File: config.mk
export PLATFORM = sky130hd
export DESIGN_NAME = header_typed_frame_receiver
export DESIGN_NICKNAME = d
export VERILOG_FILES = /design/src/rtl/hfr_pkg.sv /design/src/rtl/hfr_ctrl.sv /design/src/rtl/hfr_datapath.sv /design/src/rtl/header_typed_frame_receiver.sv
export SDC_FILE = /design/constraint.sdc
export NUM_CORES = 1
export LEC_CHECK = 0
export BUFFER_PORTS_ARGS = -buffer_cell sky130_fd_sc_hd__buf_2
export CAP_MARGIN = 10
export CORE_MARGIN = 3
export CORE_UTILIZATION = 50
export CTS_BUF_LIST = sky130_fd_sc_hd__clkbuf_8
export CTS_CLUSTER_DIAMETER = 50
export DETAILED_ROUTE_END_ITERATION = 8
export PLACE_DENSITY = 0.67
export SYNTH_ARGS = -nofsm -noshare
export SYNTH_HDL_FRONTEND = slang
export SYNTH_SLANG_ARGS = --single-unit
File: constraint.sdc
create_clock -name clk_i -period 7.33 [get_ports clk_i]
set_input_delay 0.733 -clock clk_i [delete_from_list [all_inputs] [get_ports clk_i]]
set_output_delay 0.733 -clock clk_i [all_outputs]
set_load 0.1 [all_outputs]
File: src/rtl/hfr_pkg.sv
// hfr_pkg: shared types, constants and header tables for the frame receiver
// used by hfr_ctrl, hfr_datapath and the top level
package hfr_pkg;

  localparam int unsigned FRAME_MAX  = 9;
  localparam int unsigned FRAME_IW   = $clog2(FRAME_MAX);
  localparam int unsigned HEADER_LEN = 3;
  localparam logic [7:0]  PAD_CHAR   = 8'h20;

  localparam logic [2:0] KIND_OBE = 3'd0;
  localparam logic [2:0] KIND_DES = 3'd1;
  localparam logic [2:0] KIND_REP = 3'd2;
  localparam logic [2:0] KIND_PAR = 3'd3;
  localparam logic [2:0] KIND_FIN = 3'd4;
  localparam logic [2:0] KIND_TAN = 3'd5;
  localparam logic [2:0] KIND_NIT = 3'd6;
  localparam logic [2:0] KIND_ERR = 3'd7;

  typedef struct packed {
    logic load;
    logic step;
    logic clear;
  } hfr_cmd_t;

  typedef struct packed {
    logic frame_done;
    logic last_word;
  } hfr_status_t;

  typedef struct packed {
    logic       hit;
    logic [2:0] kind;
  } hfr_match_t;

  function automatic logic first_ok(input logic [7:0] c);
    logic ok;
    case (c)
      "O", "D", "R", "P", "F", "T", "E", "N": ok = 1'b1;
      default: ok = 1'b0;
    endcase
    return ok;
  endfunction

  function automatic logic second_ok(input logic [7:0] c);
    logic ok;
    case (c)
      "B", "E", "A", "I", "R": ok = 1'b1;
      default: ok = 1'b0;
    endcase
    return ok;
  endfunction

  function automatic hfr_match_t header_lookup(input logic [23:0] hdr);
    hfr_match_t m;
    m.hit = 1'b1;
    case (hdr)
      "OBE":   m.kind = KIND_OBE;
      "DES":   m.kind = KIND_DES;
      "REP":   m.kind = KIND_REP;
      "PAR":   m.kind = KIND_PAR;
      "FIN":   m.kind = KIND_FIN;
      "TAN":   m.kind = KIND_TAN;
      "NIT":   m.kind = KIND_NIT;
      "ERR":   m.kind = KIND_ERR;
      default: begin
        m.hit  = 1'b0;
        m.kind = KIND_OBE;
      end
    endcase
    return m;
  endfunction

  function automatic logic [2:0] payload_len(input logic [2:0] kind);
    logic [2:0] len;
    case (kind)
      KIND_OBE, KIND_ERR: len = 3'd6;
      KIND_NIT:           len = 3'd0;
      default:            len = 3'd3;
    endcase
    return len;
  endfunction

endpackage

File: src/rtl/hfr_ctrl.sv
// hfr_ctrl: controller fsm, switches between taking bytes and sending a message
// depends on hfr_pkg for the command and status structs
module hfr_ctrl (
  input  logic                 clk_i,
  input  logic                 rst_ni,
  input  logic                 in_valid_i,
  output logic                 in_ready_o,
  output logic                 out_valid_o,
  input  logic                 out_ready_i,
  input  hfr_pkg::hfr_status_t status_i,
  output hfr_pkg::hfr_cmd_t    cmd_o
);

  typedef enum logic {
    ST_RECV,
    ST_EMIT
  } state_e;

  state_e state_q;
  logic   in_ready_q;
  logic   out_valid_q;

  always_comb begin
    cmd_o.load  = in_valid_i & in_ready_q;
    cmd_o.step  = out_valid_q & out_ready_i;
    cmd_o.clear = out_valid_q & out_ready_i & status_i.last_word;
  end

  always_ff @(posedge clk_i or negedge rst_ni) begin
    if (!rst_ni) begin
      state_q     <= ST_RECV;
      in_ready_q  <= 1'b1;
      out_valid_q <= 1'b0;
    end else begin
      case (state_q)
        ST_RECV: begin
          if (cmd_o.load && status_i.frame_done) begin
            state_q     <= ST_EMIT;
            in_ready_q  <= 1'b0;
            out_valid_q <= 1'b1;
          end
        end
        ST_EMIT: begin
          if (cmd_o.clear) begin
            state_q     <= ST_RECV;
            in_ready_q  <= 1'b1;
            out_valid_q <= 1'b0;
          end
        end
        default: begin
          state_q     <= ST_RECV;
          in_ready_q  <= 1'b1;
          out_valid_q <= 1'b0;
        end
      endcase
    end
  end

  assign in_ready_o  = in_ready_q;
  assign out_valid_o = out_valid_q;

endmodule

File: src/rtl/hfr_datapath.sv
// hfr_datapath: frame store, header check, position and message word select
// depends on hfr_pkg; driven by hfr_ctrl commands
module hfr_datapath #(
  parameter int unsigned MESSAGE_BYTES = 9
) (
  input  logic                 clk_i,
  input  logic                 rst_ni,
  input  hfr_pkg::hfr_cmd_t    cmd_i,
  input  logic [7:0]           rx_byte_i,
  output hfr_pkg::hfr_status_t status_o,
  output logic [7:0]           msg_byte_o,
  output logic                 last_o,
  output logic [2:0]           frame_kind_o
);

  localparam int unsigned IW = $clog2(MESSAGE_BYTES);

  logic [7:0]    store_q [hfr_pkg::FRAME_MAX];
  logic [3:0]    pos_q, pos_d;
  logic [2:0]    len_q, len_d;
  logic [2:0]    kind_q, kind_d;
  logic [IW-1:0] idx_q, idx_d;
  logic          zero_q, zero_d;

  logic                      wr_en;
  logic [hfr_pkg::FRAME_IW-1:0] wr_idx;
  logic [hfr_pkg::FRAME_IW-1:0] rd_idx;
  logic [3:0]                frame_end;
  logic [3:0]                pos_inc;
  logic                      in_frame;
  logic                      use_byte;
  logic [7:0]                rd_byte;
  hfr_pkg::hfr_match_t       match;

  assign frame_end = 4'(hfr_pkg::HEADER_LEN) + {1'b0, len_q};
  assign pos_inc   = pos_q + 4'd1;
  assign match     = hfr_pkg::header_lookup({store_q[0], store_q[1], rx_byte_i});

  assign in_frame = (idx_q < IW'(pos_q)) && (idx_q < IW'(hfr_pkg::FRAME_MAX));
  assign rd_idx   = in_frame ? idx_q[hfr_pkg::FRAME_IW-1:0] : '0;
  assign rd_byte  = store_q[rd_idx];
  assign use_byte = in_frame && !zero_q;

  assign msg_byte_o   = (use_byte && rd_byte != 8'd0) ? rd_byte : hfr_pkg::PAD_CHAR;
  assign last_o       = (idx_q == IW'(MESSAGE_BYTES - 1));
  assign frame_kind_o = kind_q;

  always_comb begin
    pos_d   = pos_q;
    len_d   = len_q;
    kind_d  = kind_q;
    idx_d   = idx_q;
    zero_d  = zero_q;
    wr_en   = 1'b0;
    wr_idx  = pos_q[hfr_pkg::FRAME_IW-1:0];
    status_o.last_word  = last_o;
    status_o.frame_done = 1'b0;
    if (cmd_i.load) begin
      if (pos_q == 4'd0) begin
        if (hfr_pkg::first_ok(rx_byte_i)) begin
          wr_en = 1'b1;
          pos_d = 4'd1;
        end
      end else if (pos_q == 4'd1) begin
        if (hfr_pkg::second_ok(rx_byte_i)) begin
          wr_en = 1'b1;
          pos_d = 4'd2;
        end else begin
          pos_d = 4'd0;
        end
      end else if (pos_q == 4'd2) begin
        wr_en = 1'b1;
        if (match.hit) begin
          pos_d  = 4'(hfr_pkg::HEADER_LEN);
          kind_d = match.kind;
          len_d  = hfr_pkg::payload_len(match.kind);
          status_o.frame_done = (hfr_pkg::payload_len(match.kind) == 3'd0);
        end else begin
          pos_d  = 4'd0;
          len_d  = 3'd0;
          kind_d = hfr_pkg::KIND_OBE;
        end
      end else begin
        if (pos_q < frame_end && pos_q < 4'(hfr_pkg::FRAME_MAX)) begin
          wr_en = 1'b1;
          pos_d = pos_inc;
        end
        status_o.frame_done = (pos_d >= frame_end) || (pos_d >= 4'(hfr_pkg::FRAME_MAX));
      end
    end
    if (cmd_i.step) begin
      idx_d  = idx_q + IW'(1);
      zero_d = zero_q | (use_byte && rd_byte == 8'd0);
    end
    if (cmd_i.clear) begin
      pos_d  = 4'd0;
      len_d  = 3'd0;
      kind_d = hfr_pkg::KIND_OBE;
      idx_d  = '0;
      zero_d = 1'b0;
    end
  end

  always_ff @(posedge clk_i or negedge rst_ni) begin
    if (!rst_ni) begin
      pos_q  <= 4'd0;
      len_q  <= 3'd0;
      kind_q <= hfr_pkg::KIND_OBE;
      idx_q  <= '0;
      zero_q <= 1'b0;
    end else begin
      pos_q  <= pos_d;
      len_q  <= len_d;
      kind_q <= kind_d;
      idx_q  <= idx_d;
      zero_q <= zero_d;
    end
  end

  always_ff @(posedge clk_i) begin
    if (wr_en) begin
      store_q[wr_idx] <= rx_byte_i;
    end
  end

endmodule

File: src/rtl/header_typed_frame_receiver.sv
// header_typed_frame_receiver: top level, joins the controller and the datapath
// depends on hfr_pkg, hfr_ctrl and hfr_datapath
//
// Takes one received serial byte per input word and builds frames that open
// with a three-letter header (OBE, DES, REP, PAR, FIN, TAN, NIT, ERR). The
// byte that completes a frame is followed by MESSAGE_BYTES output words, one
// per cycle while out_ready_i is high, each with the frame kind and last_o on
// the final word; bytes past the stored frame, and from the first zero byte
// on, read as spaces. While a message is being sent in_ready_o is low, so no
// new byte is taken until the last word, counted by the single message word
// counter, has been accepted.
module header_typed_frame_receiver #(
  parameter int unsigned MESSAGE_BYTES = 9
) (
  input  logic       clk_i,
  input  logic       rst_ni,
  input  logic [7:0] rx_byte_i,
  input  logic       in_valid_i,
  output logic       in_ready_o,
  output logic [7:0] msg_byte_o,
  output logic       last_o,
  output logic [2:0] frame_kind_o,
  output logic       out_valid_o,
  input  logic       out_ready_i
);

  hfr_pkg::hfr_cmd_t    cmd;
  hfr_pkg::hfr_status_t status;

  hfr_ctrl u_ctrl (
    .clk_i       (clk_i),
    .rst_ni      (rst_ni),
    .in_valid_i  (in_valid_i),
    .in_ready_o  (in_ready_o),
    .out_valid_o (out_valid_o),
    .out_ready_i (out_ready_i),
    .status_i    (status),
    .cmd_o       (cmd)
  );

  hfr_datapath #(
    .MESSAGE_BYTES (MESSAGE_BYTES)
  ) u_datapath (
    .clk_i        (clk_i),
    .rst_ni       (rst_ni),
    .cmd_i        (cmd),
    .rx_byte_i    (rx_byte_i),
    .status_o     (status),
    .msg_byte_o   (msg_byte_o),
    .last_o       (last_o),
    .frame_kind_o (frame_kind_o)
  );

endmodule

# --- Word level (Yosys, flattened, before mapping) ---
# Memories as Yosys holds them, arrays and structs flattened.
# Cells that the tools add are included.
word_totals:
  ff_bits: 18
  mem_bits_rw: 72
  inputBits: 12
  n_memories: 1
mem_list:
  columns: ["memory", "words", "width", "rd", "rd_ports_with_merged_regs", "wr", "line_no", "text"]
  rows:
  - ["u_datapath.store_q", 9, 8, 3, 0, 1, "hfr_datapath.sv:18", "logic [7:0] store_q [hfr_pkg::FRAME_MAX];"]
classes:
  addsub: 3
  n_lt_le_gt_ge: 6
  eq_ne: 29
  n_mux: 69
  bitwise: 5
  n_reduce_logical: 23
op_table:
  columns: ["cell", "n"]
  rows:
  - ["$eq A24 B23 Y1 const B", 8]
  - ["$eq A8 B7 Y1 const B", 11]
  - ["$mux W4", 14]
  - ["$mux W3", 17]
  - ["$mux W1", 30]
  - ["$pmux W3 S7", 1]
  - ["$reduce_or A8 Y1", 2]
  - ["$add A4 B1 Y4 const B", 2]
  - ["$logic_not A8 Y1", 1]
  - ["$lt A4 B4 Y1", 2]
  - ["$lt A4 B4 Y1 const B", 2]
  - ["$mux W8", 1]
  - ["$reduce_bool A8 Y1", 1]
  - ["$eq A3 B3 Y1 const B", 2]
  - ["$logic_and A1 B1 Y1", 6]
  - ["$logic_not A3 Y1", 2]
  - ["$ne A2 B2 Y1 const B", 3]
  - ["$pmux W1 S2", 3]
  - ["$pmux W3 S2", 1]
  - ["$reduce_bool A2 Y1", 3]
  - ["$reduce_or A5 Y1", 1]
  - ["$add A2 B3 Y4 const A", 1]
  - ["$eq A4 B1 Y1 const B", 1]
  - ["$eq A4 B2 Y1 const B", 1]
  - ["15 further kinds", 19]

# --- Longest topological paths before layout ---
# Gate-level depths: netlist of the first run.
# An unclocked memory read counts as a cell.
depth:
  ltp_word: 20
  mapped_depth: 15
  depth_no_buf: 15

# --- Modules after synthesis ---
# From an unflattened synthesis of the first run, not the netlist that was laid out.
hier_totals:
  hier_cells: 430
  hier_area_um2: 5257.5
modules_own_cells:
  columns: ["mod", "n_inst", "cells_per_inst", "area_per_inst_um2"]
  rows:
  - ["hfr_datapath", 1, 417, 5111.2]
  - ["hfr_ctrl", 1, 13, 146.4]

# --- Worst setup path before layout of the first run ---
# OpenSTA, ideal clock, no wires.
synth_path:
  kind: "flip-flop to output port"
  start: "register u_datapath.idx_q[0]"
  end: "output msg_byte_o[5]"
  t_arrival_ns: 4.468
  required_ns: 6.597
  setup_slack_ns: 2.129
  stages_incl_launch_ff: 13
  cell_sequence: "dfrtp_1 > buf_2 > inv_1 > clkbuf_1 > ha_1 > nand2b_4 > a21oi_1 > o21ai_1 > buf_2 > a21o_1 > o21ai_0 > nand4b_1 > o21ai_0"
synth_between:
  elab_chain_cells: 7
  elab_cells_between_ends: 9
synth_rtl:
  columns: ["element", "line_no", "text"]
  rows:
  - ["from (decl)", "hfr_datapath.sv:22", "logic [IW-1:0] idx_q, idx_d;"]
  - ["from (signal assigned)", "hfr_datapath.sv:115", "idx_q <= idx_d;"]
  - ["$lt A4 B4 Y1", "hfr_datapath.sv:39", "assign in_frame = (idx_q < IW'(pos_q)) && (idx_q < IW'(hfr_pkg::FRAME_MAX));"]
  - ["$logic_and A1 B1 Y1", "hfr_datapath.sv:39", null]
  - ["$mux W4", "hfr_datapath.sv:40", "assign rd_idx = in_frame ? idx_q[hfr_pkg::FRAME_IW-1:0] : '0;"]
  - ["$mem_v2 Z9 W8", null, null]
  - ["$reduce_bool A8 Y1", "hfr_datapath.sv:44", "assign msg_byte_o = (use_byte && rd_byte != 8'd0) ? rd_byte : hfr_pkg::PAD_CHAR;"]
  - ["$logic_and A1 B1 Y1", "hfr_datapath.sv:44", null]
  - ["$mux W8 *", "hfr_datapath.sv:44", null]
  - ["to (decl)", "header_typed_frame_receiver.sv:20", "output logic [7:0] msg_byte_o,"]
# Every way passes the cells marked *; elsewhere a longest branch is shown, timed or not.

# --- Final worst setup path of the first run ---
layout_path:
  start: "register u_datapath.idx_q[1]"
  end: "output msg_byte_o[5]"
# The elaborated chain is that of the path after synthesis.

==> results of run 1 <==
==> layer usage <==
| metal | routed length, um | global-route usage |
|---|---|---|
| met3 | 709 | 0.03119 |
| met1 | 5681 | 0.3261 |
| met5 | 0 | 0 |
| met2 | 5707 | 0.3415 |
| met4 | 286 | 0.07574 |
==> power by group <==
group / total [mW] / leakage, nW / internal (mW) / switching, mW
logic: 0.0199 / 1.06 / 0.00417 / 0.0157
clock network: 0.327 / 0.0957 / 0.130 / 0.197
registers: 0.601 / 0.946 / 0.601 / 0
==> sequential cells by signal (all words and copies together), names as in the netlist <==
| name | count |
|---|---|
| u_ctrl.in_ready_o | 1 |
| u_ctrl.out_valid_o | 1 |
| u_ctrl.state_q | 1 |
| u_datapath.frame_kind_o | 3 |
| u_datapath.idx_q | 4 |
| u_datapath.len_q | 3 |
| u_datapath.pos_q | 4 |
| u_datapath.store_q | 80 |
| u_datapath.zero_q | 1 |
==> through the flow <==
step	util	std cells	power, mW	area [um^2]	hold WS, ps
3_3_place_gp	0.5451	582	0.6333	5401	526.0
5_1_grt	0.5643	598	0.9806	5592	342.4
3_5_place_dp	0.5451	582	0.6340	5401	528.6
4_1_cts	0.5643	598	0.9537	5592	339.0
6_report	0.5643	598	0.9480	5592	334.3
2_1_floorplan	-	439	0.6176	5176	437.4
==> path summary, 6_finish.rpt <==
check,startpoint,endpoint,slack [ps],depth (start not counted)
worst max-delay path,u_datapath.idx_q[1]$_DFFE_PN0P_,msg_byte_o[5],2560,10
worst min-delay path,rst_ni,u_datapath.frame_kind_o[0]$_DFFE_PN0P_,330,1
worst max register to register,u_datapath.len_q[0]$_DFFE_PN0P_,u_ctrl.out_valid_o$_DFFE_PN0P_,3600,14
worst min register to register,u_datapath.frame_kind_o[1]$_DFFE_PN0P_,u_datapath.frame_kind_o[1]$_DFFE_PN0P_,550,2
max in group asynchronous,rst_ni,u_ctrl.in_ready_o$_DFFE_PN1P_,6640,1
min in group clk_i,u_datapath.frame_kind_o[1]$_DFFE_PN0P_,u_datapath.frame_kind_o[1]$_DFFE_PN0P_,550,2
==> critical path, cell delays in order (launching register included) <==
cell	delay (ps)
dfrtp_1	770
inv_1	320
ha_1	280
nand2b_4	90
a21oi_1	430
o211ai_1	450
a211o_1	400
o211ai_1	110
nand4b_1	180
o21ai_0	190
buf_2	450
==> area by class of cell <==
type | instances | area (um^2) | share of cell area
flip-flops and latches | 98 | 2854 | 0.5104
multi-input cells | 311 | 2196 | 0.3927
well taps | 133 | 166.4 | 0.02976
repair buffers | 26 | 132.6 | 0.02372
clock buffers | 9 | 123.9 | 0.02215
clock inverters | 7 | 66.31 | 0.01186
inverters | 14 | 52.55 | 0.009398
==> cells by family (layout without fill, tap and decap cells) <==
family                     after synthesis  after routing  share of synthesized area
adders and majority gates               14             14                    0.03384
DFF                                     98             98                     0.5514
muxes                                   25             25                    0.05487
AOI/OAI and AO/OA                      109            109                     0.1472
buffers and inverters                   30             56                    0.02441
xor gates and xnor gates                 3              3                   0.005077
and+or+nand+nor                        160            160                     0.1832
==> placed cells by master (no fill, tap or decap), types with 3 or more instances in the layout <==
master / Yosys / layout
a211o_1: 3 / 3
a211oi_1: 7 / 7
a21oi_1: 23 / 23
a22oi_1: 5 / 5
a31oi_1: 4 / 4
and2_1: 7 / 7
and2b_2: 3 / 3
and3_1: 11 / 11
buf_2: 6 / 25
clkbuf_8: 0 / 9
clkinv_4: 0 / 4
dfrtp_1: 17 / 17
edfxtp_1: 80 / 80
ha_1: 14 / 14
inv_1: 14 / 14
mux2_2: 7 / 7
mux2i_1: 16 / 16
nand2_1: 29 / 29
nand2b_1: 8 / 8
nand3_1: 18 / 18
nand4_1: 4 / 4
nand4b_1: 5 / 5
nor2_1: 28 / 28
nor2b_1: 5 / 5
nor3_1: 11 / 11
nor4b_1: 3 / 3
nor4b_2: 3 / 3
o211ai_1: 5 / 5
o21a_1: 6 / 6
o21ai_0: 20 / 20
o221ai_1: 5 / 5
o22ai_1: 3 / 3
o2bb2ai_1: 5 / 5
o31ai_1: 3 / 3
or3_1: 4 / 4
==> flow_summary.yaml, run 1 <==
drt:
  routedWlPerCell_um: 20.71
  detail-route-antenna-nets: 0
  post-route-drc-count: 0
  vias_per_cell: 6.356
  vias: 3801
  drt-total-wl_mm: 12.39
  first_pass_iters: 5
  drt_iter0_drc: 299
yosys:
  ys_top_cells_by_count: "edfxtp_1, nand2_1, nor2_1, a21oi_1, o21ai_0"
  synth_cell_types: 73
  ys_seq_elements: 98
  netlist_top_cells_area: "edfxtp_1, dfrtp_1, ha_1, mux2i_1, a21oi_1"
  async_flop_share: 0.1837
  yosysWarnings: 0
  synth_flop_cell: "edfxtp_1"
  yosysMostFrequentCell: "edfxtp_1"
  synth_area_um2: 5176
  seq_area_frac_synth: 0.5514
  avgSynthCellArea_um2: 11.79
  synthDominantCellAreaShare: 0.4641
  synth_edf_count: 80
  synthCells: 439
  yosys.area.top_type: "edfxtp_1"
  syn-num-nets: 465
sta:
  finClkSkew_ps: 11.72
  period_share: 0.6505
  relSlewSlack: 0.3168
  fmax_ghz: 0.2097
  tightest_slew_ps: 1025
  slew_violations: 0
  setup_slack_ps: 2562
  period_minus_slack_ps: 4768
  hold_violations: 0
  setup-tns-final_ps: 0
  rsz0062_at_grt: "false"
  final-setup-viol-count: 0
floorplan:
  die-area_um2: 11610
  die_w_um: 107.7
  rows: 36
  start_util: 0.5223
  core_um2: 9910
  ios: 26
  die_h_um: 107.7
cells_and_area:
  fill_cells: 879
  diodes: 0
  syn_to_final_growth_pct: 8.025
  final_nets: 486
  drive_above_1_share: 0.1591
global_routing:
  track_usage: 0.2227
  grt_pass1_wl_mm: 19.67
  overflow: 0
  grt_antenna_before_repair: 0
  grt_max_degree: 32
  grt_pass1_vias: 3698
placement:
  dp_slack_ps: 3014
  dp_hpwl_mm: 8.855
  portBuffers: 25
  gp_congestion: 0.9045
worst_setup_path:
  start_kind: "register"
  arrival_ps: 4040
  worstPathRequired_ps: 6600
  endpoint_kind: "output port"
  setup.worst_path.class: "reg -> out"
  cp_max_fo: 26
power_and_ir_drop:
  p_leak_nw: 2.106
  power_density_nw_per_um2: 169.5
  vdd_drop_max_mv: 0.1111
cts:
  cts_buffers: 9
  insertion_delay_ps: 370
  root_buffer: "clkbuf_8"
  htreeDepth: 3
  cts.clk_slew.worst_paths_ps: 100
  hold_buffers: 0
  ctsResizeCount: 0
  post-cts-setup-buffer-count: 0
  clkSinkCount: 98
  cts_buffer_depth: 2
  cts_tree: "built"
status:
  outcome: "complete, no violations"
job:
  maxCapViolCount: 0
hold_path:
  hp-class: "in -> async"
(Power assumes the default switching activity.)
==> inputs of run 2 (changes only) <==
- ABC_AREA: unset -> 1
- clock period: 7.33 -> 5 ns (I/O delays scaled with it)
==> flow_summary.yaml, run 2 <==
status:
  outcome: "complete, no violations"
cells_and_area:
  diodes: 0
  regMostFlops: "u_datapath.store_q"
  drive_above_1_share: 0.09877
  final_util: 0.5631
  final_cell_mix: "nand2_1, inv_1, nor2_1"
  final_common_cell: "nand2_1"
  top_regs: "u_datapath.store_q x80, u_datapath.idx_q x4, u_datapath.pos_q x4"
  largest_reg_flops: 80
  syn_to_final_growth_pct: 9.400
  final_nets: 669
power_and_ir_drop:
  vdd_drop_max_mv: 0.1856
  p_int_mw: 1.220
  clockPowerShare: 0.401
  p_sw_mw: 0.3006
  p_seq_frac: 0.580
  power_density_nw_per_um2: 260.3
  comb_power_share: 0.019
  switching_share: 0.1977
  p_leak_nw: 2.539
sta:
  tightest_slew_ps: 1065
  hold_violations: 0
  fmax_ghz: 0.2236
  final-setup-viol-count: 0
  period_share: 0.8947
  setup-tns-final_ps: 0
  rsz0062_at_grt: "false"
  period_minus_slack_ps: 4473
  relSlewSlack: 0.2846
  slew_violations: 0
  finClkSkew_ps: 19.98
yosys:
  yosysMostFrequentCell: "nand2_1"
  yosys.area.top_type: "edfxtp_1"
  synth_edf_count: 80
  netlist_top_cells_area: "edfxtp_1, nand2_1, dfrtp_1, inv_1, nand3_1"
  synth_flop_cell: "edfxtp_1"
  avgSynthCellArea_um2: 8.722
  ys_top_cells_by_count: "nand2_1, inv_1, nor2_1, edfxtp_1, nand3_1"
  async_flop_share: 0.1837
  syn-num-nets: 638
  synth_cell_types: 42
  ys_seq_elements: 98
  yosysWarnings: 0
  synthDominantCellAreaShare: 0.4501
  seq_area_frac_synth: 0.5347
  synth_area_um2: 5338
  synthCells: 612
drt:
  routedWlPerCell_um: 17.41
  post-route-drc-count: 0
  vias: 4272
  first_pass_iters: 5
  detail-route-antenna-nets: 0
  drt-total-wl_mm: 13.65
  drt_iter0_drc: 401
  vias_per_cell: 5.449
cts:
  cts_buffer_depth: 2
  post-cts-setup-buffer-count: 0
  insertion_delay_ps: 360
  cts_buffers: 9
  cts_tree: "built"
  cts.clk_slew.worst_paths_ps: 100
  root_buffer: "clkbuf_8"
  htreeDepth: 3
  clkSinkCount: 98
  hold_buffers: 0
  ctsResizeCount: 0
placement:
  portBuffers: 25
  gp_congestion: 0.9175
  dp_hpwl_mm: 10.18
worst_setup_path:
  start_kind: "register"
  cp_max_fo: 33
  r2r_cells: 18
  setup.worst_path.class: "reg -> out"
  arrival_ps: 3970
  worstPathRequired_ps: 4500
  endpoint_kind: "output port"
hold_path:
  hp-class: "in -> async"
floorplan:
  rows: 37
  die_h_um: 109.3
  start_util: 0.5147
  ios: 26
  core_um2: 10370
  die-area_um2: 11950
  die_w_um: 109.3
global_routing:
  overflow: 0
  grt_antenna_before_repair: 0
  grt_pass1_vias: 4113
  grt_max_degree: 34
  grt_pass1_wl_mm: 21.33
  track_usage: 0.2395
job:
  maxCapViolCount: 0
run 2: cell count changes in the layout (fill, tap and decap cells not counted), sizes merged, moves of 11 or more:
cell	delta
nand2	+100
inv	+85
nand4	+11
nor2	+58
o21ai	+14
mux2i	-16
a21oi	-17
nand3	+51
run 2: cells by family (layout without fill, tap and decap cells):
logic type | Yosys count | after routing | share of synthesized area
compound gates | 50 | 50 | 0.05697
fa+ha+maj | 14 | 14 | 0.03282
buf+inv | 109 | 145 | 0.08439
xor+xnor | 4 | 4 | 0.006565
simple gates | 337 | 337 | 0.2846
flops | 98 | 98 | 0.5347
run 2: worst paths after layout:
| check | end | slack [ps] | startpoint |
|---|---|---|---|
| max | msg_byte_o[2] | 530 | u_datapath.idx_q[0]$_DFFE_PN0P_ |
| min | u_datapath.pos_q[3]$_DFFE_PN0P_ | 50 | rst_ni |
| max reg2reg | u_ctrl.state_q$_DFF_PN0_ | 1600 | u_datapath.len_q[0]$_DFFE_PN0P_ |
| min reg2reg | u_ctrl.in_ready_o$_DFFE_PN1P_ | 480 | u_ctrl.in_ready_o$_DFFE_PN1P_ |
| max in group asynchronous | u_ctrl.in_ready_o$_DFFE_PN1P_ | 4610 | rst_ni |
| min in group clk_i | u_ctrl.in_ready_o$_DFFE_PN1P_ | 480 | u_ctrl.in_ready_o$_DFFE_PN1P_ |
run 2: worst max-delay path, stage by stage, from the launching register on:
cell and delay [ps]:
dfrtp_1 590, clkinv_2 240, ha_1 180, inv_1 70, o21ai_4 260, nand4_4 420
inv_4 380, nand2_1 80, nand2_1 80, nand2_1 50, nand3_1 90, nand3_1 80
nand2_1 90, nor2_1 50, nand2_1 100, nor2_4 70, nor3b_1 260, buf_2 490
run 2: per-stage QoR:
step	std cells	hold slack (ps)	setup WS [ps]	power, mW	cell area (um^2)
finish	784	54.95	526.7	1.520	5839
global route	784	69.68	243.3	1.567	5839
CTS	784	58.96	566.2	1.532	5839
detailed placement	768	463.0	982.8	0.9296	5599
global placement	768	456.2	1086	0.9290	5599
floorplan	612	204.4	66.14	0.9058	5338
run 2: cell type report:
cell class	instances	area [um^2]
Tap cell	136	170.2
Inverter	98	371.6
Fill cell	978	4531
Clock buffer	9	123.9
Timing Repair Buffer	31	170.2
Multi-Input combinational cell	405	2033
Clock inverter	7	116.4
Sequential cell	98	2854
run 2: routing by layer:
layer | share of wire | global-route usage | wire, um
met3 | 0.071 | 0.03347 | 974
met2 | 0.46 | 0.3736 | 6215
met5 | 0 | 0 | 0
met1 | 0.46 | 0.3492 | 6252
met4 | 0.015 | 0.07302 | 208
run 2: power by group through the flow:
stage / sequential, mW / clock, mW / combinational (mW)
after global placement: 0.900 / 0 / 0.0291
after global routing: 0.882 / 0.653 / 0.0324
after CTS: 0.882 / 0.620 / 0.0297
after floorplan: 0.900 / 0 / 0.00547
after detailed placement: 0.900 / 0 / 0.0297
final: 0.882 / 0.609 / 0.0294
==> inputs of run 3 (changes only) <==
- CORE_MARGIN: 3 -> 2
==> flow_summary.yaml, run 3 (synthesis results as in run 2) <==
floorplan:
  rows: 37
  die_h_um: 107.3
  core_um2: 10320
  ios: 26
  die_w_um: 107.3
  start_util: 0.5170
  die-area_um2: 11520
sta:
  setup_slack_ps: 539.3
  tightest_slew_ps: 1117
  period_minus_slack_ps: 4461
  slew_violations: 0
  setup-tns-final_ps: 0
  finClkSkew_ps: 12.06
  period_share: 0.8921
  final-setup-viol-count: 0
  fmax_ghz: 0.2242
  rsz0062_at_grt: "false"
  relSlewSlack: 0.2493
  hold_violations: 0
drt:
  routedWlPerCell_um: 17.50
  drt-total-wl_mm: 13.72
  drt_iter0_drc: 374
  post-route-drc-count: 0
  first_pass_iters: 5
  detail-route-antenna-nets: 0
  vias: 4361
  vias_per_cell: 5.563
worst_setup_path:
  cp_max_fo: 33
  worstPathRequired_ps: 4500
  timing.rr.end: "u_datapath.zero_q$_DFFE_PN0P_"
  endpoint_kind: "output port"
  rrSetupSlack_ps: 1680
  crit_path_end: "msg_byte_o[7]"
  startpoint: "u_datapath.idx_q[0]$_DFFE_PN0P_"
  arrival_ps: 3960
  r2r_cells: 16
  r2r_start: "u_datapath.idx_q[0]$_DFFE_PN0P_"
  start_kind: "register"
  setup.worst_path.class: "reg -> out"
placement:
  dpl-instance-area_um2: 5599
  dp_slack_ps: 934.5
  gp_congestion: 0.9745
  dp_hpwl_mm: 10.13
  portBuffers: 25
cells_and_area:
  drive_above_1_share: 0.09722
  fill_cells: 922
  final_area_um2: 5811
  final_cell_mix: "nand2_1, inv_1, nor2_1"
  final_nets: 669
  regMostFlops: "u_datapath.store_q"
  final_common_cell: "nand2_1"
  top_regs: "u_datapath.store_q x80, u_datapath.idx_q x4, u_datapath.pos_q x4"
  largest_reg_flops: 80
  syn_to_final_growth_pct: 8.861
  diodes: 0
global_routing:
  grt_max_degree: 34
  overflow: 0
  track_usage: 0.2551
  grt_pass1_wl_mm: 21.94
  grt_pass1_vias: 4229
  grt_antenna_before_repair: 0
power_and_ir_drop:
  p_leak_nw: 2.526
  power_mw: 1.459
  power_density_nw_per_um2: 251.1
  vdd_drop_max_mv: 0.1256
cts:
  htreeDepth: 3
  root_buffer: "clkbuf_8"
  clkSinkCount: 98
  cts_buffer_depth: 2
  ctsResizeCount: 0
  cts.clk_slew.worst_paths_ps: 100
  insertion_delay_ps: 370
  hold_buffers: 0
  cts_tree: "built"
  post-cts-setup-buffer-count: 0
  cts_buffers: 9
job:
  maxCapViolCount: 0
status:
  outcome: "complete, no violations"
hold_path:
  hp-class: "in -> async"
run 3: cell types whose count changed in the layout (fill, tap and decap cells not counted):
cell and delta:
bufinv_16 -1, clkinv_2 +1, clkinvlp_4 +1, inv_1 +1
inv_4 -1, inv_6 -1
run 3: routing by layer:
| layer | vias up | global-route usage | wire, um |
|---|---|---|---|
| met4 | 0 | 0.09462 | 267 |
| met3 | 25 | 0.05387 | 1056 |
| li1 | 2105 | - | - |
| met5 | - | 0 | 0 |
| met2 | 164 | 0.4051 | 6399 |
| met1 | 2067 | 0.3462 | 5995 |
run 3: power breakdown:
part / internal (mW) / switching (mW) / leakage, nW
Sequential: 0.882 / 0 / 0.920
Combinational: 0.00511 / 0.0246 / 1.50
Clock: 0.277 / 0.270 / 0.108
run 3: cell type report:
type	instances	area [um^2]	share of cell area
flip-flops and latches	98	2854	0.4912
repair buffers	31	170.2	0.02929
inverters	98	371.6	0.06395
well taps	136	170.2	0.02929
clock inverters	7	87.58	0.01507
multi-input cells	405	2033	0.3499
clock buffers	9	123.9	0.02132
run 3: metrics by stage:
step | instances | utilization | hold WS (ps)
after floorplan | 612 | - | 204.4
after global routing | 784 | 0.5628 | 83.40
final | 784 | 0.5628 | 60.20
after detailed placement | 768 | 0.5424 | 464.7
after global placement | 768 | 0.5424 | 456.4
after CTS | 784 | 0.5628 | 67.65
run 3: how the worst min path moves through the flow:
stage	from	endpoint	slack, ps	cells past startpoint
2_1_floorplan	rst_ni	u_ctrl.out_valid_o$_DFFE_PN0P_	200	0
3_3_place_gp	rst_ni	u_datapath.zero_q$_DFFE_PN0P_	460	1
3_5_place_dp	u_datapath.frame_kind_o[0]$_DFFE_PN0P_	u_datapath.frame_kind_o[0]$_DFFE_PN0P_	460	2
4_1_cts	rst_ni	u_ctrl.state_q$_DFF_PN0_	70	1
5_1_grt	rst_ni	u_datapath.zero_q$_DFFE_PN0P_	80	1
6_report	rst_ni	u_datapath.pos_q[1]$_DFFE_PN0P_	60	1
run 3: worst max-delay path, stage by stage, from the launching register on:
cell and delay [ps]:
dfrtp_1 590, clkinv_2 250, ha_1 170, inv_1 70, o21ai_4 270, nand4_4 420
inv_4 380, nand2_1 90, nand2_1 80, nand2_1 60, nand3_1 70, nand3_1 70
nand2_1 110, nor2_1 60, nand2_1 100, nor2_4 70, nor3b_1 250, buf_2 480
